### src/sv/pft_pkg.sv
// Package for the threshold pulse finder: field widths, register map codes
// and the configuration struct shared by the register block and the top level.
// No dependencies.
package pft_pkg;

  // Waveform length limit and significant sample bits.
  localparam int MAX_SAMPLES = 4096;
  localparam int SAMPLE_BITS = 12;

  // Field widths of the item ports.
  localparam int SAMPLE_W  = 12;
  localparam int IDX_W     = 12;
  localparam int CHAN_W    = 10;
  localparam int AMP_W     = 17;
  localparam int AREA_W    = 28;
  localparam int LEVEL_W   = 16;
  localparam int SIGMA_W   = 12;
  localparam int SIGMAS_W  = 8;

  // Configuration port widths.
  localparam int PADDR_W = 5;
  localparam int PDATA_W = 32;

  // Register indexes, one word apart on the configuration port.
  typedef enum logic [2:0] {
    REG_RISE_SIGMAS    = 3'd0,
    REG_FALL_SIGMAS    = 3'd1,
    REG_THRESHOLD      = 3'd2,
    REG_PEDESTAL_MEAN  = 3'd3,
    REG_PEDESTAL_SIGMA = 3'd4,
    REG_CHANNEL_ID     = 3'd5
  } reg_idx_t;

  // Reset values of the registers.
  localparam logic [SIGMAS_W-1:0] RISE_SIGMAS_RST    = 8'd48;
  localparam logic [SIGMAS_W-1:0] FALL_SIGMAS_RST    = 8'd16;
  localparam logic [LEVEL_W-1:0]  THRESHOLD_RST      = 16'd160;
  localparam logic [LEVEL_W-1:0]  PEDESTAL_MEAN_RST  = 16'd0;
  localparam logic [SIGMA_W-1:0]  PEDESTAL_SIGMA_RST = 12'd16;
  localparam logic [CHAN_W-1:0]   CHANNEL_ID_RST     = 10'd0;

  // Current configuration as seen by the datapath.
  typedef struct packed {
    logic [SIGMAS_W-1:0] rise_sigmas;
    logic [SIGMAS_W-1:0] fall_sigmas;
    logic [LEVEL_W-1:0]  threshold;
    logic [LEVEL_W-1:0]  pedestal_mean;
    logic [SIGMA_W-1:0]  pedestal_sigma;
    logic [CHAN_W-1:0]   channel_id;
  } cfg_t;

endpackage

### src/sv/pft_regs.sv
// Configuration register block of the threshold pulse finder: APB-style
// write and read access to the six settings. Depends on pft_pkg.
module pft_regs (
  input  logic                         clk,
  input  logic                         rst,
  input  logic                         psel,
  input  logic                         penable,
  input  logic                         pwrite,
  input  logic [pft_pkg::PADDR_W-1:0]  paddr,
  input  logic [pft_pkg::PDATA_W-1:0]  pwdata,
  output logic [pft_pkg::PDATA_W-1:0]  prdata,
  output logic                         pready,
  output pft_pkg::cfg_t                cfg
);
  import pft_pkg::*;

  reg_idx_t reg_sel;
  logic     wr_en;

  assign pready  = 1'b1;
  assign reg_sel = reg_idx_t'(paddr[PADDR_W-1:2]);
  assign wr_en   = psel && penable && pwrite;

  // Register writes on the access cycle.
  always_ff @(posedge clk) begin
    if (rst) begin
      cfg.rise_sigmas    <= RISE_SIGMAS_RST;
      cfg.fall_sigmas    <= FALL_SIGMAS_RST;
      cfg.threshold      <= THRESHOLD_RST;
      cfg.pedestal_mean  <= PEDESTAL_MEAN_RST;
      cfg.pedestal_sigma <= PEDESTAL_SIGMA_RST;
      cfg.channel_id     <= CHANNEL_ID_RST;
    end else if (wr_en) begin
      unique case (reg_sel)
        REG_RISE_SIGMAS:    cfg.rise_sigmas    <= pwdata[SIGMAS_W-1:0];
        REG_FALL_SIGMAS:    cfg.fall_sigmas    <= pwdata[SIGMAS_W-1:0];
        REG_THRESHOLD:      cfg.threshold      <= pwdata[LEVEL_W-1:0];
        REG_PEDESTAL_MEAN:  cfg.pedestal_mean  <= pwdata[LEVEL_W-1:0];
        REG_PEDESTAL_SIGMA: cfg.pedestal_sigma <= pwdata[SIGMA_W-1:0];
        REG_CHANNEL_ID:     cfg.channel_id     <= pwdata[CHAN_W-1:0];
        default: ;
      endcase
    end
  end

  // Read mux; addresses beyond the map read as zero.
  always_comb begin
    prdata = '0;
    unique case (reg_sel)
      REG_RISE_SIGMAS:    prdata = PDATA_W'(cfg.rise_sigmas);
      REG_FALL_SIGMAS:    prdata = PDATA_W'(cfg.fall_sigmas);
      REG_THRESHOLD:      prdata = PDATA_W'(cfg.threshold);
      REG_PEDESTAL_MEAN:  prdata = PDATA_W'(cfg.pedestal_mean);
      REG_PEDESTAL_SIGMA: prdata = PDATA_W'(cfg.pedestal_sigma);
      REG_CHANNEL_ID:     prdata = PDATA_W'(cfg.channel_id);
      default:            prdata = '0;
    endcase
  end

endmodule

### src/sv/pulse_finder_threshold.sv
// The item that closes a pulse passes the input register, then its record is loaded into the result register.
// Throughput: one sample item per cycle; the input register and the per-sample compare,
// area accumulate and peak update in front of the result register set that figure.
// A record held at the output stalls the input once the input register is also full.
// Reset (rst, synchronous) clears the sample counter, the open-pulse flag, both valid bits
// and the settings to their defaults. Depends on pft_pkg and pft_regs.
module pulse_finder_threshold (
  input  logic                               clk,
  input  logic                               rst,
  // Sample channel
  input  logic                               in_valid,
  output logic                               in_ready,
  input  logic [pft_pkg::SAMPLE_W-1:0]       sample,
  input  logic                               last,
  // Pulse record channel
  output logic                               out_valid,
  input  logic                               out_ready,
  output logic [pft_pkg::CHAN_W-1:0]         channel,
  output logic [pft_pkg::IDX_W-1:0]          start_index,
  output logic [pft_pkg::IDX_W-1:0]          end_index,
  output logic [pft_pkg::IDX_W-1:0]          peak_index,
  output logic signed [pft_pkg::AMP_W-1:0]   amplitude,
  output logic [pft_pkg::AREA_W-1:0]         area,
  output logic [pft_pkg::LEVEL_W-1:0]        baseline,
  // Configuration port
  input  logic                               psel,
  input  logic                               penable,
  input  logic                               pwrite,
  input  logic [pft_pkg::PADDR_W-1:0]        paddr,
  input  logic [pft_pkg::PDATA_W-1:0]        pwdata,
  output logic [pft_pkg::PDATA_W-1:0]        prdata,
  output logic                               pready
);
  import pft_pkg::*;

  localparam int LVL8_W = LEVEL_W + 4;   // Q.8 sigma levels
  localparam int SUM_W  = AREA_W + 1;
  localparam logic [AREA_W-1:0] AREA_MAX = '1;
  localparam logic [IDX_W-1:0]  IDX_LAST = IDX_W'(MAX_SAMPLES - 1);

  cfg_t cfg;

  pft_regs u_regs (
    .clk     (clk),
    .rst     (rst),
    .psel    (psel),
    .penable (penable),
    .pwrite  (pwrite),
    .paddr   (paddr),
    .pwdata  (pwdata),
    .prdata  (prdata),
    .pready  (pready),
    .cfg     (cfg)
  );

  // Input register.
  logic                s1_valid;
  logic [SAMPLE_W-1:0] s1_sample;
  logic                s1_last;
  logic                s1_fire;
  logic                out_free;

  assign out_free = !out_valid || out_ready;
  assign s1_fire  = s1_valid && out_free;
  assign in_ready = !s1_valid || s1_fire;

  always_ff @(posedge clk) begin
    if (rst) begin
      s1_valid <= 1'b0;
    end else if (in_ready) begin
      s1_valid <= in_valid;
    end
  end

  always_ff @(posedge clk) begin
    if (in_valid && in_ready) begin
      s1_sample <= sample;
      s1_last   <= last;
    end
  end

  // Pulse state.
  logic [IDX_W-1:0]    sample_index, sample_index_next;
  logic                pulse_open, pulse_open_next;
  logic [IDX_W-1:0]    open_start, open_start_next;
  logic [IDX_W-1:0]    peak_pos, peak_pos_next;
  logic [SAMPLE_W-1:0] peak_value, peak_value_next;
  logic [AREA_W-1:0]   area_sum, area_sum_next;

  // Level compares for the sample in the input register.
  logic [SAMPLE_W-1:0] s;
  logic [LEVEL_W-1:0]  s_q4;
  logic [LVL8_W:0]     s_q8;
  logic [LVL8_W:0]     ped_q8;
  logic [LVL8_W:0]     rise_lvl;
  logic [LVL8_W:0]     fall_lvl;
  logic [LEVEL_W:0]    thr_lvl;
  logic                rise_hit;
  logic                fall_hit;
  logic                thr_hit;
  logic                is_last;

  assign s        = SAMPLE_W'(s1_sample[SAMPLE_BITS-1:0]);
  assign s_q4     = {s, 4'b0000};
  assign s_q8     = {1'b0, s, 8'b0};
  assign ped_q8   = {1'b0, cfg.pedestal_mean, 4'b0000};
  assign rise_lvl = ped_q8 + (LVL8_W+1)'(cfg.rise_sigmas * cfg.pedestal_sigma);
  assign fall_lvl = ped_q8 + (LVL8_W+1)'(cfg.fall_sigmas * cfg.pedestal_sigma);
  assign thr_lvl  = {1'b0, cfg.pedestal_mean} + {1'b0, cfg.threshold};
  assign rise_hit = s_q8 > rise_lvl;
  assign fall_hit = s_q8 > fall_lvl;
  assign thr_hit  = {1'b0, s_q4} > thr_lvl;
  assign is_last  = s1_last || (sample_index == IDX_LAST);

  // Positive excess over the pedestal and the saturating area sum.
  logic               excess_pos;
  logic [LEVEL_W-1:0] excess;
  logic [SUM_W-1:0]   area_add;
  logic [AREA_W-1:0]  area_acc;

  assign excess_pos = s_q4 >= cfg.pedestal_mean;
  assign excess     = s_q4 - cfg.pedestal_mean;
  assign area_add   = {1'b0, area_sum} + SUM_W'(excess);
  assign area_acc   = area_add[AREA_W] ? AREA_MAX : area_add[AREA_W-1:0];

  // Next state and the record to emit.
  logic                    emit;
  logic [IDX_W-1:0]        rec_start;
  logic [IDX_W-1:0]        rec_peak;
  logic signed [AMP_W-1:0] rec_amp;
  logic [AREA_W-1:0]       rec_area;

  always_comb begin
    sample_index_next = sample_index;
    pulse_open_next   = pulse_open;
    open_start_next   = open_start;
    peak_pos_next     = peak_pos;
    peak_value_next   = peak_value;
    area_sum_next     = area_sum;
    emit              = 1'b0;
    rec_start         = open_start;
    rec_peak          = peak_pos;
    rec_amp           = AMP_W'({1'b0, peak_value, 4'b0000}) - AMP_W'(cfg.pedestal_mean);
    rec_area          = area_sum;

    if (s1_fire) begin
      if (pulse_open) begin
        if (is_last || (!fall_hit && !thr_hit)) begin
          // Closing sample: takes no part in peak or area.
          emit            = 1'b1;
          pulse_open_next = 1'b0;
        end else begin
          if (excess_pos) begin
            area_sum_next = area_acc;
          end
          if (s > peak_value) begin
            peak_value_next = s;
            peak_pos_next   = sample_index;
          end
        end
      end else if (rise_hit && thr_hit) begin
        // Opening sample is above the threshold, hence above the pedestal.
        open_start_next = sample_index;
        peak_value_next = s;
        peak_pos_next   = sample_index;
        if (is_last) begin
          area_sum_next = '0;
          emit          = 1'b1;
          rec_start     = sample_index;
          rec_peak      = sample_index;
          rec_amp       = AMP_W'({1'b0, s_q4}) - AMP_W'(cfg.pedestal_mean);
          rec_area      = '0;
        end else begin
          area_sum_next   = AREA_W'(excess);
          pulse_open_next = 1'b1;
        end
      end

      // Waveform boundary.
      if (is_last) begin
        sample_index_next = '0;
        pulse_open_next   = 1'b0;
      end else begin
        sample_index_next = sample_index + 1'b1;
      end
    end
  end

  // State registers.
  always_ff @(posedge clk) begin
    if (rst) begin
      sample_index <= '0;
      pulse_open   <= 1'b0;
      open_start   <= '0;
      peak_pos     <= '0;
      peak_value   <= '0;
      area_sum     <= '0;
    end else begin
      sample_index <= sample_index_next;
      pulse_open   <= pulse_open_next;
      open_start   <= open_start_next;
      peak_pos     <= peak_pos_next;
      peak_value   <= peak_value_next;
      area_sum     <= area_sum_next;
    end
  end

  // Result register.
  always_ff @(posedge clk) begin
    if (rst) begin
      out_valid <= 1'b0;
    end else if (s1_fire && emit) begin
      out_valid <= 1'b1;
    end else if (out_ready) begin
      out_valid <= 1'b0;
    end
  end

  always_ff @(posedge clk) begin
    if (s1_fire && emit) begin
      channel     <= cfg.channel_id;
      start_index <= rec_start;
      end_index   <= sample_index;
      peak_index  <= rec_peak;
      amplitude   <= rec_amp;
      area        <= rec_area;
      baseline    <= cfg.pedestal_mean;
    end
  end

`ifndef NO_ASSERTIONS
  // A record never ends before it starts.
  a_end_after_start: assert property (@(posedge clk) disable iff (rst)
    out_valid |-> end_index >= start_index)
    else $error("pulse record ends before its start");

  // The peak lies inside the pulse.
  a_peak_inside: assert property (@(posedge clk) disable iff (rst)
    out_valid |-> (peak_index >= start_index) && (peak_index <= end_index))
    else $error("peak index outside the pulse");

  // A pulse that opens and closes on one sample has no area.
  a_single_area: assert property (@(posedge clk) disable iff (rst)
    out_valid && (start_index == end_index) |-> area == '0)
    else $error("one-sample pulse with nonzero area");

  // The end of a waveform restarts the sample count and closes any pulse.
  a_wave_end: assert property (@(posedge clk) disable iff (rst)
    s1_fire && s1_last |=> (sample_index == '0) && !pulse_open)
    else $error("state not cleared at end of waveform");

  // An open pulse keeps its peak at or after its start.
  a_open_peak: assert property (@(posedge clk) disable iff (rst)
    pulse_open |-> peak_pos >= open_start)
    else $error("open pulse peak before start");
`endif

endmodule

### config.mk
export PLATFORM = sky130hd
export DESIGN_NAME = pulse_finder_threshold
export DESIGN_NICKNAME = d
export VERILOG_FILES = /design/src/sv/pft_pkg.sv /design/src/sv/pft_regs.sv /design/src/sv/pulse_finder_threshold.sv
export SDC_FILE = /design/constraint.sdc
export NUM_CORES = 1
export LEC_CHECK = 0
export ABC_AREA = 1
export BUFFER_PORTS_ARGS = -buffer_cell sky130_fd_sc_hd__buf_4
export CORE_AREA = 2 2 229 231
export CTS_CLUSTER_DIAMETER = 80
export DETAILED_ROUTE_END_ITERATION = 16
export DIE_AREA = 0 0 231 233
export PLACE_DENSITY = 0.63
export RECOVER_POWER = 100
export REMOVE_ABC_BUFFERS = 1
export SYNTH_ARGS = -nofsm -noshare
export SYNTH_HDL_FRONTEND = slang
export SYNTH_HIERARCHICAL = 1
export SYNTH_SLANG_ARGS = --single-unit
export TNS_END_PERCENT = 5
### constraint.sdc
create_clock -name clk -period 11.95 [get_ports clk]
set_clock_uncertainty 0.2 [all_clocks]
set_input_delay 2.39 -clock clk [delete_from_list [all_inputs] [get_ports clk]]
set_output_delay 2.39 -clock clk [all_outputs]
set_load 0.005 [all_outputs]
## Word-level counts from Yosys, hierarchy flattened

Index checks and enable logic that the tools add are counted.

| word-level totals | value |
|---|---|
| register bits after elaboration | 269 |
| output and inout port bits | 142 |
| logic and storage cells | 118 |

| cells by class | value |
|---|---|
| equal/unequal tests | 9 |
| mux-type cells | 43 |
| bitwise gates (word level) | 1 |
| add/subtract/negate cells | 8 |
| multipliers | 2 |
| reduce and logical (&&, ||, !) cells | 27 |
| magnitude comparators | 5 |

Operator list:

| kind | count |
|---|---|
| two-way mux 28 bit | 9 |
| two-way mux 12 bit | 17 |
| case mux 16 bit (6 select lines) | 1 |
| two-way mux 17 bit | 4 |
| adder 20 x 20 -> 21 bit | 2 |
| greater-than comparator 20 x 21 -> 1 bit | 2 |
| multiplier 8 x 12 -> 20 bit | 2 |
| subtractor 16 x 16 -> 17 bit | 2 |
| adder 28 x 16 -> 29 bit | 1 |
| adder 16 x 16 -> 17 bit | 1 |
| greater-than comparator 16 x 17 -> 1 bit | 1 |
| >= comparator 16 bit | 1 |
| two-way mux 16 bit | 1 |
| subtractor 16 bit | 1 |
| adder 12 x 1 -> 12 bit (second input constant) | 1 |
| equality test 12 bit (second input constant) | 1 |
| greater-than comparator 12 bit | 1 |
| AND reduction 2 bit | 6 |
| two-way mux 1 bit | 11 |
| AND reduction 4 bit | 2 |
| logical AND 1 bit | 7 |
| equality test 3 x 2 -> 1 bit (second input constant) | 2 |
| equality test 3 bit (second input constant) | 2 |
| zero test 1 bit | 4 |
| 8 further kinds | 13 |

## Depth between registers and ports, before layout

Gate-level depths: netlist of run 1.

| logic depth | value |
|---|---|
| depth in word-level cells | 11 |
| depth in mapped cells | 38 |
| gate-level depth less buffers | 35 |

## Hierarchy

Netlist of run 1, hierarchy kept.

By module, submodules not included:

| module | instances | area an instance (um2) | cells each |
|---|---|---|---|
| pulse_finder_threshold | 1 | 19284.7 | 2499 |
| pft_regs | 1 | 3613.5 | 567 |

## Worst setup path after synthesis of run 1

Ideal clock, no wire load.

| path | value |
|---|---|
| path type | register to register |
| from | register u_regs/cfg[16] (netlist name) |
| to | register amplitude[0] (netlist name), enable pin |
| stages on the path, launching flop included | 33 |
| arrival time | 7.738 ns |
| data required time | 11.291 ns |
| setup time | 0.459 ns |
| setup slack | 3.553 ns |
| cell sequence | dfxtp_1 clkbuf_1 clkbuf_1 nand2_1 fa_1 inv_1 fa_1 inv_1 fa_1 fa_1 inv_1 ha_1 a21oi_1 nand2_1 nand3_1 o2111ai_1 a21oi_1 nor2_1 nor2_1 nor2_1 nor2_1 xor2_1 ha_1 and3_1 nand3_1 nor2_1 o21ai_0 nand2_1 nor2_4 nand3_2 a21oi_1 nand3_1 inv_1 |

| on the way | value |
|---|---|
| longest elaborated chain between the ends | 10 |
| elaborated cells between the ends (all ways) | 15 |
| those cells by class | add/sub (2); mul (2); order compare (2); mux (4); reduce/logical (5) |

RTL lines:

| what | RTL line | source |
|---|---|---|
| multiplier 8 x 12 -> 20 bit | pulse_finder_threshold.sv:108 | `assign fall_lvl = ped_q8 + (LVL8_W+1)'(cfg.fall_sigmas * cfg.pedestal_sigma);` |
| adder 20 x 20 -> 21 bit | pulse_finder_threshold.sv:108 |  |
| greater-than comparator 20 x 21 -> 1 bit | pulse_finder_threshold.sv:111 | `assign fall_hit = s_q8 > fall_lvl;` |
| zero test 1 bit | pulse_finder_threshold.sv:148 | `if (is_last \|\| (!fall_hit && !thr_hit)) begin` |
| logical AND 1 bit | pulse_finder_threshold.sv:148 |  |
| logical OR 1 bit | pulse_finder_threshold.sv:148 |  |
| two-way mux 1 bit | pulse_finder_threshold.sv:148 |  |
| two-way mux 1 bit (*) | pulse_finder_threshold.sv:147 | `if (pulse_open) begin` |
| two-way mux 1 bit (*) | pulse_finder_threshold.sv:146 | `if (s1_fire) begin` |
| logical AND 1 bit (*) | pulse_finder_threshold.sv:220 | `if (s1_fire && emit) begin` |
| end signal, assigned | pulse_finder_threshold.sv:225 | `amplitude <= rec_amp;` |
| end, declared | pulse_finder_threshold.sv:22 | `output logic signed [pft_pkg::AMP_W-1:0] amplitude,` |

Mark *: on every way between the ends. The rest lies on a longest branch, timed or not.
A chain may end at the register's enable or synchronous reset.

## Worst setup path after layout of run 1

| path | value |
|---|---|
| from | register u_regs/cfg[16] (netlist name) |
| to | register amplitude[8] (netlist name), data pin |

| on the way | value |
|---|---|
| longest elaborated chain between the ends | 7 |

RTL lines:

| what | RTL line | source |
|---|---|---|
| multiplier 8 x 12 -> 20 bit | pulse_finder_threshold.sv:107 | `assign rise_lvl = ped_q8 + (LVL8_W+1)'(cfg.rise_sigmas * cfg.pedestal_sigma);` |
| adder 20 x 20 -> 21 bit | pulse_finder_threshold.sv:107 |  |
| greater-than comparator 20 x 21 -> 1 bit | pulse_finder_threshold.sv:110 | `assign rise_hit = s_q8 > rise_lvl;` |
| logical AND 1 bit | pulse_finder_threshold.sv:161 | `end else if (rise_hit && thr_hit) begin` |
| two-way mux 17 bit | pulse_finder_threshold.sv:161 |  |
| two-way mux 17 bit | pulse_finder_threshold.sv:147 |  |
| two-way mux 17 bit | pulse_finder_threshold.sv:146 |  |
| named net rec_amp[8] | pulse_finder_threshold.sv:130 | `logic signed [AMP_W-1:0] rec_amp;` |

The timed path passes the listed nets, and every way through them passes these cells.

==> impl_metrics.ini, run 1 <==
[floorplanning]
die_area_sq_um = 53800
coreArea_sq_um = 51100
start_util = 0.448
die_x_um = 231
die_y_um = 233
row_count = 83
ios = 199

[synth]
yosysTopAreaCellShare = 0.156
yosysWarnings = 6
ys.flop_type = dfxtp_1
avgSynthCellArea_sq_um = 7.47
synth_seq_area_share = 0.286
synth-edff-count = 119
synth_cell_type_count = 58
syn-cell-area_sq_um = 22900
ys_seq_elements = 268
synth_area_leaders = edfxtp_1, fa_1, dfxtp_1
synth_top_area_cell = edfxtp_1
synth_cells = 3066
async_flop_share = 0

[sta]
setup-violations-final = 0
finalMaxSlewViolations = 68
period_share = 0.733
worst_slew_pin_slew_ns = 2.23
rsz0062_at_grt = no
fin_tns_setup_ns = 0
fmax_mhz = 114
relSlewSlack = -0.492
period_needed_ns = 8.76
hold_violations = 0

[setup_path]
crit_slowest_cell = nand4_1
cp_max_fo = 67
crit_top_cell = nor2_1
crit_path_end = amplitude[8]
path_buf_inv = 4
critPathTopFamily = adder cells
rr_worst_depth = 30
setup.worst_path.start = u_regs/cfg[16]
cp_num_cells = 30
reg2reg_to = amplitude[8]
setup.worst_path.start_class = flip-flop
arrival_ns = 8.86
crit_required_ns = 12.05
critPathKind = flip-flop to flip-flop
critPathCaptureType = flip-flop
r2r_start = u_regs/cfg[16]
r2r_slack_ns = 3.19
slowest_delay_ns = 0.96

[cts]
cts_made_buffers = 30
cts_sinks = 268
htree_levels = 1
clockRootBuffer = clkbuf_16
clock_path_buffers = 3
path_clk_slew_ns = 0.06
cts_setup_buffers = 0
clk_latency_ns = 0.61
cts_hold_buf = 0
cts_tree = done
cts.repair.resized = 0

[placement]
dpl-instance-area_sq_um = 24400
gp_congestion = 0.924
port_buffers = 163
post-dp-hpwl_um = 47100

[power_and_ir_drop]
p_leak_nw = 13.0
p_per_area_nw_per_um2 = 93.2
vdd_drop_max_mv = 0.111
p_total_mw = 2.36

[final_layout]
area_delta_synth_final_pct = 10.5
final_cell_area_sq_um = 25300
diodes = 0
layout-drive-gt1-share = 0.0810
nets = 3558

[detailed_routing]
wl_per_cell_um = 16.1
drt_iter0_markers = 1293
vias_per_cell = 5.02
drt-pass1-iter-count = 5
drtAntennaViolNets = 0
vias = 19400
drt-total-wl_um = 62200
drc = 0

[grt]
grt_max_degree = 71
grt_pass1_vias = 19100
track_usage = 0.232
antenna_found_initial = 0
grt_pass1_wl_um = 99800
grt_overflow = 0

[run_status]
violations = max-capacitance violations, max-slew violations
status = finished with violations

[run]
drv_cap = 2

[min_path]
min_path_cells = 2
hp-class = flip-flop to flip-flop
==> layer usage <==
| layer | vias to the layer above | GRT usage | part of all wire |
|---|---|---|---|
| li1 | 9628 | - | - |
| met1 | 9148 | 0.300 | 0.44 |
| met5 | - | 0 | 0 |
| met3 | 101 | 0.0244 | 0.052 |
| met4 | 0 | 0.0690 | 0.031 |
| met2 | 531 | 0.410 | 0.48 |
==> cells in the final DEF, fill, tap and decap left out, drive strengths merged, types with 36 or more instances in the layout <==
cell	Yosys	final
nor2	370	370
xor2	46	46
a21oi	128	128
edfxtp	119	119
nand3	136	136
nand4	36	36
fa	154	154
ha	184	184
o21ai	93	93
inv	604	608
dfxtp	149	149
clkbuf	54	181
nand2	779	779
==> how the worst min path moves through the flow <==
stage	start	endpoint
after floorplan	open_start[0]	open_start[0]
after global placement	open_start[8]	open_start[8]
after detailed placement	open_start[7]	open_start[7]
after CTS	open_start[6]	open_start[6]
after global routing	open_start[1]	open_start[1]
final	open_start[5]	open_start[5]
==> worst reg2reg max path: cells and delay by family (launching register included) <==
family	cells	cell delay [ns]
AND/OR/NAND/NOR	14	2.69
AO/OA/AOI/OAI	5	1.06
flip-flops	1	0.95
adder cells (fa/ha/maj)	6	2.70
buffers and inverters	4	0.71
XOR/XNOR	1	0.17
==> synth_stat cells (5+ instances only) <==
cell	number
a21o_1	6
a21oi_1	128
a22oi_1	9
a31oi_1	11
buf_1	8
buf_2	28
buf_4	27
clkbuf_1	54
dfxtp_1	149
edfxtp_1	119
fa_1	154
ha_1	184
inv_1	594
inv_2	10
nand2_1	772
nand2_2	6
nand3_1	131
nand4_1	35
nor2_1	327
nor2_2	35
nor2_4	6
nor3_1	25
nor4_1	6
o21a_1	5
o21ai_0	90
o21bai_1	11
xnor2_1	33
xor2_1	46
==> state kept, by name, summed over array words and instances, names as in the netlist, 12 cells and up <==
signal	count
area	28
start_index	12
amplitude	17
sample_index	12
baseline	15
end_index	12
peak_value	12
open_start	12
area_sum	28
u_regs/cfg	70
peak_pos	12
peak_index	12
s	12
==> area by class of cell <==
class	instances	area, sq um
repair buffers	173	1220
inverters	606	2280
clock inverters	16	150
multi-input cells	2084	13400
clock buffers	40	872
flip-flops and latches	268	6560
fillers	5095	25800
well taps	680	851
==> kinds of logic (layout without fill, tap and decap cells) <==
| family | count (synthesis) | in the layout | share of synthesized area |
|---|---|---|---|
| other | 2 | 17 | 0.000328 |
| XOR/XNOR | 79 | 79 | 0.0302 |
| flip-flops | 268 | 268 | 0.286 |
| AND/OR/NAND/NOR | 1364 | 1364 | 0.250 |
| AO/OA/AOI/OAI | 286 | 286 | 0.0699 |
| adder cells (fa/ha/maj) | 338 | 338 | 0.235 |
| buffers and inverters | 729 | 835 | 0.128 |
==> report_power, final <==
group          leakage, nW  switching, mW  internal, mW
Clock                0.505          0.403         0.540
Combinational         10.2          0.246         0.142
Sequential            2.36         0.0352         0.993
Total                 13.0          0.684          1.68
==> through the flow <==
stage	worst slack [ns]	instances	utilization	hold slack (ns)
finish	3.19	3867	0.495	0.249
global route	2.47	3867	0.495	0.274
CTS	3.38	3867	0.498	0.251
detailed placement	3.44	3811	0.478	0.240
global placement	3.56	3811	0.478	0.234
floorplan	3.78	2958	-	0.227
No activity file was read; power rests on OpenSTA's default activity.
==> run 2, diff against run 1 <==
--- a/config.mk
+++ b/config.mk
@@ -11,7 +11,7 @@
 export CTS_CLUSTER_DIAMETER = 80
 export DETAILED_ROUTE_END_ITERATION = 16
 export DIE_AREA = 0 0 231 233
-export PLACE_DENSITY = 0.63
+export PLACE_DENSITY = 0.65
 export RECOVER_POWER = 100
 export REMOVE_ABC_BUFFERS = 1
 export SYNTH_ARGS = -nofsm -noshare
==> constraint.sdc (replaced) <==
create_clock -name clk -period 7.6 [get_ports clk]
set_clock_uncertainty 0.2 [all_clocks]
set_input_delay 1.52 -clock clk [delete_from_list [all_inputs] [get_ports clk]]
set_output_delay 1.52 -clock clk [all_outputs]
set_load 0.005 [all_outputs]
==> run 2 against run 1 <==
  * The flow still finishes with violations (max-capacitance violations, max-slew violations)
  * Sequential share of layout area decreased by 0.47 points
  * Sequential power is 56% higher
  * Largest cell class unchanged
  * Cell count up 1.6%
  * Core utilization rose by 1.1 points
  * Power increased by 61%
  * Global-route usage is 0.62 points lower
  * Routed wire length fell by 3.4%
  * Maximum frequency is 24% higher
==> impl_metrics.ini, run 2 (same netlist as run 1, synthesis figures left out) <==
[setup_path]
critPathKind = flip-flop to flip-flop
arrival_ns = 7.11
setup.worst_path.start_class = flip-flop
slowest_delay_ns = 0.53
cp_max_fo = 15
crit_slowest_cell = fa_1
crit_required_ns = 7.64
rr_worst_depth = 29
critPathCaptureType = flip-flop

[sta]
period_share = 0.930
hold_slack_ns = 0.245
finalWorstSetupSlack_ns = 0.534
setup-violations-final = 0
finalMaxSlewViolations = 100
fmax_mhz = 142
period_needed_ns = 7.07
rsz0062_at_grt = no
worst_slew_pin_slew_ns = 3.14
relSlewSlack = -1.09
hold_violations = 0

[final_layout]
largest_register_ff_count = 70
fillers = 5149
mostFrequentLayoutCells = nand2_1, inv_1, nor2_1
final_common_cell = nand2_1
nets = 3620
top_register = u_regs/cfg
diodes = 0
area_delta_synth_final_pct = 12.9
layout-drive-gt1-share = 0.101
reg.largest.list = u_regs/cfg x70, area x28, area_sum x28
seqCellArea_sq_um = 6580
multiInputGateArea_sq_um = 13400
finalNonFillerCells = 3930

[run]
drv_cap = 2

[grt]
grt_pass1_wl_um = 96500
grt_max_degree = 71
grt_overflow = 0
antenna_found_initial = 0
grt_pass1_vias = 18300
track_usage = 0.226

[detailed_routing]
drt-pass1-iter-count = 6
vias_per_cell = 4.93
wl_per_cell_um = 15.3
vias = 19400
drtAntennaViolNets = 0
drc = 0
drt-total-wl_um = 60100
drt_iter0_markers = 1392

[floorplanning]
die_x_um = 231
coreArea_sq_um = 51100
row_count = 83
ios = 199
die_area_sq_um = 53800
start_util = 0.448
die_y_um = 233

[run_status]
status = finished with violations
violations = max-capacitance violations, max-slew violations

[placement]
post-dp-hpwl_um = 46200
dp_cells = 3867
port_buffers = 163
gp_congestion = 0.924
pre_cts_slack_ns = 0.305

[cts]
cts_sinks = 268
htree_levels = 2
cts_hold_buf = 0
clk_latency_ns = 0.55
cts_made_buffers = 34
clockRootBuffer = clkbuf_16
cts_tree = done
path_clk_slew_ns = 0.05
clock_path_buffers = 3

[power_and_ir_drop]
p_leak_nw = 13.3
vdd_drop_max_mv = 0.161
p_per_area_nw_per_um2 = 147

[min_path]
min_path_cells = 2
hp-class = flip-flop to flip-flop
==> run 2: worst max-delay path: cells and delay by family (launching register included) <==
| family | cells | cell delay (ns) |
|---|---|---|
| AOI/OAI and AO/OA | 5 | 0.89 |
| xor gates and xnor gates | 1 | 0.15 |
| adders and majority gates | 6 | 2.65 |
| buffers and inverters | 7 | 1.04 |
| DFF | 1 | 0.50 |
| and+or+nand+nor | 10 | 1.28 |
==> run 2: timing repair <==
action,4_1_cts,5_1_grt
buffers inserted,0,2
setup endpoints to repair,0,143
resized for setup,0,18
hold endpoints to repair,0,0
==> run 2: cell type report <==
type | instances | share of cell area
repair buffers | 231 | 0.0644
flip-flops and latches | 268 | 0.254
inverters | 606 | 0.0883
clock buffers | 47 | 0.0376
well taps | 680 | 0.0329
clock inverters | 14 | 0.00465
multi-input cells | 2084 | 0.518
==> run 2: final timing paths <==
check                                     from            end  slack (ns)
worst max-delay path            u_regs/cfg[27]   amplitude[8]        0.53
worst min-delay path             open_start[1]  open_start[1]        0.25
worst max register to register  u_regs/cfg[27]   amplitude[8]        0.53
worst min register to register   open_start[1]  open_start[1]        0.25
==> run 2: stage by stage <==
step,util,setup TNS [ns],power [mW],instance area [sq um]
global route,0.506,0,3.98,25800
floorplan,-,-61.86,2.06,22300
CTS,0.510,0,3.85,26000
finish,0.506,0,3.81,25800
detailed placement,0.488,0,2.26,24900
global placement,0.488,0,2.26,24900
==> run 2: layer usage <==
metal,GRT usage,part of all wire
met2,0.385,0.46
met1,0.292,0.45
met5,0,0
met3,0.0294,0.050
met4,0.0841,0.036
==> run 2: report_power, final <==
group	internal (mW)	switching [mW]	leakage (nW)
combinational	0.232	0.388	10.4
sequential	1.56	0.0469	2.36
clock	0.933	0.647	0.535
==> run 3, diff against run 2 <==
--- a/config.mk
+++ b/config.mk
@@ -7,10 +7,11 @@
 export LEC_CHECK = 0
 export ABC_AREA = 1
 export BUFFER_PORTS_ARGS = -buffer_cell sky130_fd_sc_hd__buf_4
-export CORE_AREA = 2 2 229 231
+export CORE_AREA = 5 5 232 234
 export CTS_CLUSTER_DIAMETER = 80
 export DETAILED_ROUTE_END_ITERATION = 16
-export DIE_AREA = 0 0 231 233
+export DIE_AREA = 0 0 237 239
+export GPL_TIMING_DRIVEN = 0
 export PLACE_DENSITY = 0.65
 export RECOVER_POWER = 100
 export REMOVE_ABC_BUFFERS = 1
==> run 3 against run 2 <==
  * The run still ends with max-capacitance violations, max-slew violations left
  * Design area is 0.76% lower
  * Die area is 5.2% higher
  * Largest power group unchanged
  * Core utilization is 1.1 points lower
  * Combinational power hardly changed
  * Flip-flop and latch count stayed put
  * Critical path depth is 1 higher
  * Power is 3.7% lower
  * Clock power is 9% lower
  * Sequential share of layout area is 0.29 points higher
  * Via count is 1.1% lower
  * Non-clock buffer count is 41 lower
  * Register-to-register slack worse by 0.10 ns
  * Highest routed layer unchanged
==> impl_metrics.ini, run 3 (same netlist as run 1, synthesis figures left out) <==
[detailed_routing]
wl_per_cell_um = 15.8
drt-pass1-iter-count = 5
drc = 0
drt_iter0_markers = 1577
drtAntennaViolNets = 0
vias_per_cell = 4.91
drt-total-wl_um = 61600
vias = 19200

[sta]
fmax_mhz = 139
finalWorstSetupSlack_ns = 0.431
period_needed_ns = 7.17
setup-violations-final = 0
fin_tns_setup_ns = 0
relSlewSlack = -0.522
finalMaxSlewViolations = 149
hold_violations = 0
period_share = 0.943
worst_slew_pin_slew_ns = 2.28
rsz0062_at_grt = no

[setup_path]
setup.worst_path.start_class = flip-flop
r2r_start = u_regs/cfg[16]
cp_max_fo = 27
reg2reg_to = baseline[7]
crit_path_end = baseline[7]
rr_worst_depth = 30
critPathCaptureType = flip-flop
r2r_slack_ns = 0.43
arrival_ns = 7.21
setup.worst_path.start = u_regs/cfg[16]
crit_slowest_cell = dfxtp_2
critPathKind = flip-flop to flip-flop
slowest_delay_ns = 0.62
crit_top_cell = nor2_1
crit_required_ns = 7.64

[cts]
cts_tree = done
clk_latency_ns = 0.60
cts_made_buffers = 30
clockRootBuffer = clkbuf_16
cts_sinks = 268
htree_levels = 1
clock_path_buffers = 3
path_clk_slew_ns = 0.06

[placement]
post-dp-hpwl_um = 45400
port_buffers = 163
dp_cells = 3812
pre_cts_slack_ns = -0.556
gp_congestion = 0.929
dpl-instance-area_sq_um = 24400

[grt]
antenna_found_initial = 0
grt_pass1_vias = 18500
grt_overflow = 0
grt_max_degree = 107
grt_pass1_wl_um = 97700
track_usage = 0.211

[run_status]
status = finished with violations
violations = max-capacitance violations, max-slew violations

[final_layout]
area_delta_synth_final_pct = 12.0
final_cell_area_sq_um = 25700
layout-drive-gt1-share = 0.100
finalNonFillerCells = 3899
diodes = 0
final_common_cell = nand2_1
reg.largest.list = u_regs/cfg x70, area x28, area_sum x28
top_register = u_regs/cfg
nets = 3582
largest_register_ff_count = 70
fillers = 5215
mostFrequentLayoutCells = nand2_1, inv_1, nor2_1

[power_and_ir_drop]
vdd_drop_max_mv = 0.152
p_per_area_nw_per_um2 = 143
p_leak_nw = 13.1

[floorplanning]
ios = 199
die_x_um = 237
row_count = 84
die_area_sq_um = 56600
coreArea_sq_um = 51800
die_y_um = 239
start_util = 0.442

[min_path]
hp-class = flip-flop to flip-flop

[run]
drv_cap = 3
-- run 3: cell types whose count changed in the layout (fill, tap and decap cells not counted), sizes merged --
| cell | previous run | this run |
|---|---|---|
| buf | 72 | 49 |
| clkbuf | 206 | 182 |
| clkinv | 13 | 12 |
| clkinvlp | 2 | 9 |
| inv | 604 | 601 |
| nand4 | 36 | 37 |
| nor2 | 370 | 374 |
-- run 3: where the power goes --
part	switching, mW	internal [mW]
registers	0.0580	1.56
clock network	0.615	0.815
logic	0.391	0.230
total	1.06	2.61
-- run 3: worst min path at each step --
| stage | start | endpoint | slack, ns | cells after the start |
|---|---|---|---|---|
| 2_1_floorplan | open_start[0] | open_start[0] | 0.23 | 2 |
| 3_3_place_gp | open_start[7] | open_start[7] | 0.24 | 2 |
| 3_5_place_dp | open_start[0] | open_start[0] | 0.24 | 2 |
| 4_1_cts | open_start[0] | open_start[0] | 0.25 | 2 |
| 5_1_grt | open_start[4] | open_start[4] | 0.27 | 2 |
| 6_report | open_start[3] | open_start[3] | 0.25 | 2 |
-- run 3: routing by layer --
| metal | share of wire | routed length (um) | GRT usage |
|---|---|---|---|
| met1 | 0.44 | 27300 | 0.282 |
| met2 | 0.47 | 28900 | 0.360 |
| met3 | 0.057 | 3510 | 0.0272 |
| met4 | 0.030 | 1860 | 0.0616 |
| met5 | 0 | 0 | 0 |
-- run 3: per-stage QoR --
stage                util  hold slack (ns)  total power [mW]
floorplan               -            0.227              2.06
global placement    0.470            0.235              2.25
detailed placement  0.472            0.238              2.25
CTS                 0.493            0.247              3.68
global route        0.495            0.267              3.85
finish              0.495            0.247              3.67
-- run 3: worst max-delay path, delay by kind of cell (launching register included) --
| family | cells | cell delay, ns |
|---|---|---|
| AOI/OAI and AO/OA | 5 | 0.98 |
| xor gates and xnor gates | 1 | 0.17 |
| adders and majority gates | 6 | 2.66 |
| buffers and inverters | 4 | 0.43 |
| DFF | 1 | 0.62 |
| and+or+nand+nor | 14 | 1.71 |
-- run 3: final cells by class --
type                       count  area (sq um)  area share
clock buffer                  41           842      0.0328
sequential                   268          6600       0.257
clock inverter                15           138     0.00537
multi-input combinational   2089         13500       0.527
tap                          688           861      0.0336
timing repair inverter         2          20.0    0.000780
inverter                     606          2300      0.0898
timing repair buffer         190          1360      0.0531
-- run 3: repair_timing --
action	4_1_cts	5_1_grt
setup buffers	6	19
hold buffers	0	0
cloned	1	6
endpoints found under the setup margin	165	222
pin swaps	1	5
resized for setup	24	30
